File: config.mk
export PLATFORM = sky130hd
export DESIGN_NAME = dltd_front
export DESIGN_NICKNAME = d
export VERILOG_FILES = /design/src/hdl/dltd_pkg.sv /design/src/hdl/dltd_front.sv
export SDC_FILE = /design/constraint.sdc
export NUM_CORES = 1
export LEC_CHECK = 0
export ABC_AREA = 0
export BUFFER_PORTS_ARGS = -buffer_cell sky130_fd_sc_hd__buf_2
export CAP_MARGIN = 40
export CORE_UTILIZATION = 49
export CTS_BUF_LIST = sky130_fd_sc_hd__clkbuf_2
export DETAILED_ROUTE_END_ITERATION = 7
export GPL_ROUTABILITY_DRIVEN = 0
export GPL_TIMING_DRIVEN = 0
export PLACE_DENSITY_LB_ADDON = 0.3
export SLEW_MARGIN = 10
export SYNTH_ARGS = -nofsm -noshare
export SYNTH_HDL_FRONTEND = slang
export SYNTH_SLANG_ARGS = --single-unit
export TNS_END_PERCENT = 50
File: constraint.sdc
create_clock -name clk -period 3.7 [get_ports clk]
set_input_delay 0 -clock clk [delete_from_list [all_inputs] [get_ports clk]]
set_output_delay 0 -clock clk [all_outputs]
set_load 0.01 [all_outputs]
File: src/hdl/dltd_pkg.sv
// Shared types and constants for the detection log dedupe table.
// Used by dltd_front, dltd_back and the top level; depends on nothing.
package dltd_pkg;

  typedef enum logic [2:0] {
    K_BLE    = 3'd0,
    K_WIFI   = 3'd1,
    K_PUSH   = 3'd2,
    K_EXPIRE = 3'd3,
    K_READ   = 3'd4,
    K_CLEAR  = 3'd5,
    K_LIFE   = 3'd6,
    K_NONE   = 3'd7
  } kind_t;

  typedef enum logic [2:0] {
    OP_SIGHT,
    OP_PUSH,
    OP_EXPIRE,
    OP_READ,
    OP_CLEAR,
    OP_LIFE,
    OP_IGNORE
  } op_t;

  typedef enum logic [2:0] {
    RS_APPENDED   = 3'd0,
    RS_MERGED     = 3'd1,
    RS_REACT      = 3'd2,
    RS_IGNORED    = 3'd3,
    RS_EXPIRED    = 3'd4,
    RS_CLEARED    = 3'd5,
    RS_READ_OK    = 3'd6,
    RS_READ_EMPTY = 3'd7
  } status_t;

  typedef enum logic [2:0] {
    S_IDLE,
    S_SCAN,
    S_EXPIRE,
    S_MERGE,
    S_APPEND,
    S_READ
  } state_t;

  typedef struct packed {
    op_t                op;
    logic               wifi;
    logic [47:0]        mac;
    logic [3:0]         typ;
    logic signed [7:0]  rssi;
    logic [3:0]         chan;
    logic [31:0]        now;
    logic [15:0]        phits;
    logic [5:0]         ridx;
  } item_t;

  typedef struct packed {
    logic [47:0]        mac;
    logic [3:0]         typ;
    logic signed [7:0]  rssi;
    logic [3:0]         chan;
    logic [31:0]        first;
    logic [31:0]        last;
    logic [15:0]        hits;
    logic               live;
  } entry_t;

  typedef struct packed {
    status_t            status;
    logic [5:0]         slot;
    entry_t             ent;
    logic [15:0]        tcount;
    logic [31:0]        total;
  } result_t;

  localparam logic [15:0] CNT_MAX     = 16'hFFFF;
  localparam logic [31:0] TOTAL_MAX   = 32'hFFFF_FFFF;
  localparam logic [31:0] STALE_RESET = 32'd30000;

endpackage

File: src/hdl/dltd_front.sv
// Front end: accepts requests, classifies them and holds them in a
// two-entry queue for the back end. Depends on dltd_pkg.
module dltd_front import dltd_pkg::*; #(
  parameter int TYPE_CODES = 16
) (
  input  logic        clk,
  input  logic        rst,
  input  logic        in_valid,
  output logic        in_stall,
  input  logic [2:0]  kind,
  input  logic [47:0] dev_mac,
  input  logic [3:0]  dev_type,
  input  logic signed [7:0] signal_dbm,
  input  logic [3:0]  radio_channel,
  input  logic [31:0] now_ms,
  input  logic [15:0] push_hits,
  input  logic [5:0]  read_index,
  output logic        q_valid,
  output item_t       q_item,
  input  logic        q_pop
);

  item_t      q [2];
  logic       wr_ptr;
  logic       rd_ptr;
  logic [1:0] count;
  item_t      cls;
  logic       bad_push;
  logic       bad_sight;
  logic       push;

  assign bad_push  = {1'b0, dev_type} >= 5'(TYPE_CODES);
  assign bad_sight = (dev_type == 4'd0) || bad_push;

  always_comb begin
    cls.wifi  = (kind_t'(kind) == K_WIFI);
    cls.mac   = dev_mac;
    cls.typ   = dev_type;
    cls.rssi  = signal_dbm;
    cls.chan  = radio_channel;
    cls.now   = now_ms;
    cls.phits = push_hits;
    cls.ridx  = read_index;
    case (kind_t'(kind))
      K_BLE, K_WIFI: cls.op = bad_sight ? OP_IGNORE : OP_SIGHT;
      K_PUSH:        cls.op = bad_push ? OP_IGNORE : OP_PUSH;
      K_EXPIRE:      cls.op = OP_EXPIRE;
      K_READ:        cls.op = OP_READ;
      K_CLEAR:       cls.op = OP_CLEAR;
      K_LIFE:        cls.op = OP_LIFE;
      default:       cls.op = OP_IGNORE;
    endcase
  end

  assign in_stall = (count == 2'd2);
  assign push     = in_valid && !in_stall;
  assign q_valid  = (count != 2'd0);
  assign q_item   = q[rd_ptr];

  always_ff @(posedge clk) begin
    if (push) begin
      q[wr_ptr] <= cls;
    end
  end

  always_ff @(posedge clk) begin
    if (rst) begin
      wr_ptr <= 1'b0;
      rd_ptr <= 1'b0;
      count  <= 2'd0;
    end else begin
      if (push) begin
        wr_ptr <= ~wr_ptr;
      end
      if (q_pop) begin
        rd_ptr <= ~rd_ptr;
      end
      case ({push, q_pop})
        2'b10:   count <= count + 2'd1;
        2'b01:   count <= count - 2'd1;
        default: count <= count;
      endcase
    end
  end

endmodule

==> summary.md, run 1 <==
| Metric | Value |
|---|---|
| Share of the synthesized area in the top cell type | 80.6% |
| Post-DP HPWL | 11300 um |
| Synth warn | 0 |
| CTS resizes | 0 |
| Top cells by count, synth | 244 x edfxtp_1, 122 x mux2_2, 9 x buf_6 |
| Clk root buf | clkbuf_2 |
| Most common cell in the netlist | edfxtp_1 |
| Seq cells post-synth | 249 |
| Synth async-reset ratio | 0% |
| Syn Std Cell Area | 9090 um2 |
| Syn_nets | 542 |
| Main combinational cell family by area after synthesis | multiplexers |
| Mean post-synth cell area | 21.9 um2 |
| Clk sinks | 249 |
| Num rows | 49 |
| Initial Util | 50.3% |
| Adder-cell area share of the yosys netlist | 0.138% |
| Compound-cell area share of the yosys netlist | 0.275% |
| Status | did not finish |
| Die W | 138 um |
| Post-synthesis mux area share | 15.1% |
| Count of different cell masters after synthesis | 21 |
| Pre-CTS setup slack | 1.47 ns |
| Post-synth EDFFs | 244 |
| Clock Tree Buf Depth | 3 |
| Error | [ERROR RSZ-0060] Max buffer count reached. |
| I/O pins | 249 |
| Area leader, netlist | edfxtp_1 |
| Cells after Synth | 416 |
| Setup Buffers After CTS | 0 |
| Synth Area in XOR/XNOR | 0.289% |
| Post-CTS Hold Buffers | 200 |
| Main synth FF type | edfxtp_1 |
| Failed at | clock tree synthesis |
| Die Span Y | 138 um |
| CTS H-Tree Depth | 2 |
| Synth top area cells | edfxtp_1 81%, mux2_2 15%, buf_6 1.1%, dfxtp_1 1.1%, buf_2 0.28% |
| Post-Synth Simple-Gate Area | 1.02% |
| Port buffer count | 248 |
| Seq/Total Area, Yosys | 81.7% |
| Inserted Clock Buffers | 60 |
## metrics by stage
stage	area, um2	instances	setup TNS (ns)	hold WS [ns]
3_5_place_dp	10700	895	0	0.191
3_3_place_gp	10600	893	-134.57	0.188
2_1_floorplan	9100	416	-4.06	0.0691
## kinds of logic after synthesis
| group | count (synthesis) |
|---|---|
| compound gates | 5 |
| xor+xnor | 3 |
| fa+ha+maj | 1 |
| buf+inv | 17 |
| flops | 249 |
| mux | 122 |
| simple gates | 19 |
==> run 2, diff against run 1 <==
CORE_UTILIZATION = 35   (was 49)
CTS_BUF_LIST = default   (was sky130_fd_sc_hd__clkbuf_2)
PLACE_DENSITY_LB_ADDON = 0.15   (was 0.3)
clock period = 4.8 ns   (was 3.7 ns; I/O delays follow)
==> run 2 against run 1 <==
The run now ends clean. Synthesized cell count unchanged. Area after synthesis did not move.
==> summary.md, run 2 <==
| Metric | Value |
|---|---|
| CP max stage cell | buf_16 |
| Seq/Total Area, Yosys | 81.7% |
| Largest net degree at the start of global routing | 81 |
| PD cells | 423 nW/um2 |
| Clock Tree Buf Depth | 3 |
| Residual DRC | 0 |
| Nets | 949 |
| Inserted Clock Buffers | 27 |
| Clock Skew | 0.0135 ns |
| Minimum clock period | 2.19 ns |
| CTS tree | yes |
| Via/cell ratio | 4.36 |
| Port buffer count | 248 |
| Most common cell in the netlist | edfxtp_1 |
| N_diodes | 0 |
| Seq cells post-synth | 249 |
| Clk sinks | 249 |
| Core Area | 25300 um2 |
| Switching Fraction | 22.0% |
| Reg power frac | 48.2% |
| Final ANT Viol Nets | 0 |
| Final Non-Filler Cells | 1173 |
| First-pass DRT Iterations | 4 |
| Maximum fanout along the worst path | 80 |
| First-pass GRT wire length | 28800 um |
| Post-synth EDFFs | 244 |
| Share of cells above drive strength 1 | 50.8% |
| I/O pins | 249 |
| Share of the synthesized area in the top cell type | 80.6% |
| Status | finished, final reports clean |
| Clk root buf | clkbuf_16 |
| Hold path depth | 2 |
| Slew Viols, Final | 0 |
| Gate power share | 14.0% |
| Die Span Y | 163 um |
| Total number of vias | 5118 |
| Wire per inst | 16.1 um |
| R2R Setup Slk | 2.61 ns |
| Final setup fails | 0 |
| Vias in the first global route | 5624 |
| Biggest regs | q: 244 flops, count: 2 flops |
| HP Start | now_ms[4] |
| Element type at the critical path end | flop |
| R2R Path Start | count[0] |
| Die ar. | 26600 um2 |
| Hold Path Class | in2reg |
| Post-DP HPWL | 12100 um |
| Worst R2R End | q[0][74] |
| Post-Place Cells | 997 |
| Syn_nets | 542 |
| Commonest non-fill, non-tap cell in the layout | buf_2 |
| Final Hold Viols | 0 |
| Total GRT Usage | 13.9% |
| Setup Buffers After CTS | 0 |
| Synth async-reset ratio | 0% |
| Achievable frequency | 456 MHz |
| Cells after Synth | 416 |
| Sw power | 1.21 mW |
| Reg clk slew, reported paths | 0.06 ns |
| RSZ-0062 raised after global routing | no |
| Worst R2R Path Depth | 5 |
| Die W | 163 um |
| Slowest stage delay, CP | 0.43 ns |
| Syn Std Cell Area | 9090 um2 |
| Worst EP required | 4.96 ns |
| Leakage | 4.92 nW |
| Crit path kind | reg2reg |
| Hold EP | q[1][26] |
| Most flop-heavy register | q |
| Initial Util | 35.9% |
| Commonest non-fill, non-tap cells in the layout | 253 x buf_2, 244 x edfxtp_1, 127 x dlygate4sd3_1 |
| Total Routed Length | 18900 um |
| Number of flip-flops under the largest register name | 244 |
| Pre-CTS setup slack | 2.61 ns |
| Clock power share | 37.7% |
| Worst-skew pair later-pin latency | 0.52 ns |
| Post-route clock period utilization | 45.7% |
| Synth-to-Final Area Change | 43.0% |
| Area leader, netlist | edfxtp_1 |
| Multi-input logic area | 1540 um2 |
| Num rows | 58 |
| Initial antenna violation count | 0 |
| Peak supply drop | 0.298 mV |
| Synth warn | 0 |
| Initial DRC count | 259 |
| Count of different cell masters after synthesis | 21 |
| Internal power component | 4.29 mW |
| Mean post-synth cell area | 21.9 um2 |
| Measured slew at the worst slew-check pin | 0.533 ns |
| Slew HR | 64.5% |
| Fillcell total | 2106 |
| Synth top area cells | edfxtp_1 81%, mux2_2 15%, buf_6 1.1%, dfxtp_1 1.1%, buf_2 0.28% |
| Max Cap Viol | 0 |
| Main synth FF type | edfxtp_1 |
| Gr ovfl total | 0 |
| Final worst slack | 2.61 ns |
| Storage cell area | 7430 um2 |
| Worst path arrival time | 2.35 ns |
| CTS H-Tree Depth | 1 |
| Top cells by count, synth | 244 x edfxtp_1, 122 x mux2_2, 9 x buf_6 |
| Startpoint type of the worst setup path | flop |
| Cell Chain, Critical Path | nand2b_2, inv_2, or3_1, inv_6, buf_16 |
## run 2: cells by family after synthesis
family,after synthesis,synth area share (%)
XOR/XNOR,3,0.289
buffers and inverters,17,1.51
flip-flops,249,81.7
adder cells (fa/ha/maj),1,0.138
multiplexers,122,15.1
AND/OR/NAND/NOR,19,1.02
AO/OA/AOI/OAI,5,0.275
## run 2: layout make-up
class,instances,share of cell area (%)
buffer,14,0.972
clock buffer,36,5.46
clock inverter,13,1.44
inverter,3,0.125
multi-input combinational,150,11.8
sequential,249,57.1
tap,330,3.18
timing repair buffer,378,19.9
## run 2: worst max path at each step
stage / depth (start not counted) / endpoint / from
after floorplan: 2 / q[1][0] / count[0]
after global placement: 2 / q[1][105] / count[0]
after detailed placement: 5 / q[0][72] / count[0]
after CTS: 5 / q[0][72] / count[0]
after global routing: 5 / q[0][73] / count[0]
final: 5 / q[0][74] / count[0]
## run 2: routing by layer
metal / global-route usage, % / up-vias / wire [um]
li1: - / 2456 / -
met1: 16.3 / 2444 / 7650
met2: 24.6 / 189 / 9200
met3: 4.11 / 29 / 1640
met4: 3.91 / 0 / 363
met5: 0 / - / 0
## run 2: repair_timing
action	4_1_cts	5_1_grt
resized for setup	0	0
hold buffers	127	0
hold endpoints to repair	249	0
## run 2: critical path: cells and delay by family (launching register included)
kind	cells	cell delay, ns
buffers and inverters	3	0.83
and+or+nand+nor	2	0.57
DFF	1	0.39
## run 2: power by group through the flow
stage               logic, mW  registers, mW  clock network (mW)
global route            0.841           2.67                2.23
detailed placement      0.701           2.70                   0
finish                  0.772           2.66                2.08
global placement        0.667           2.73                   0
floorplan               0.389           2.71                   0
CTS                     0.789           2.66                2.15
## run 2: stage by stage
stage	utilization, %	setup TNS [ns]	hold slack, ns	power [mW]	instance area, um2
finish	51.3	0	0.199	5.51	13000
global route	51.3	0	0.183	5.74	13000
CTS	51.3	0	0.170	5.60	13000
detailed placement	42.8	0	0.191	3.40	10800
global placement	42.4	-113.13	0.187	3.40	10700
floorplan	-	0	0.0691	3.10	9090
(Power assumes the default switching activity.)
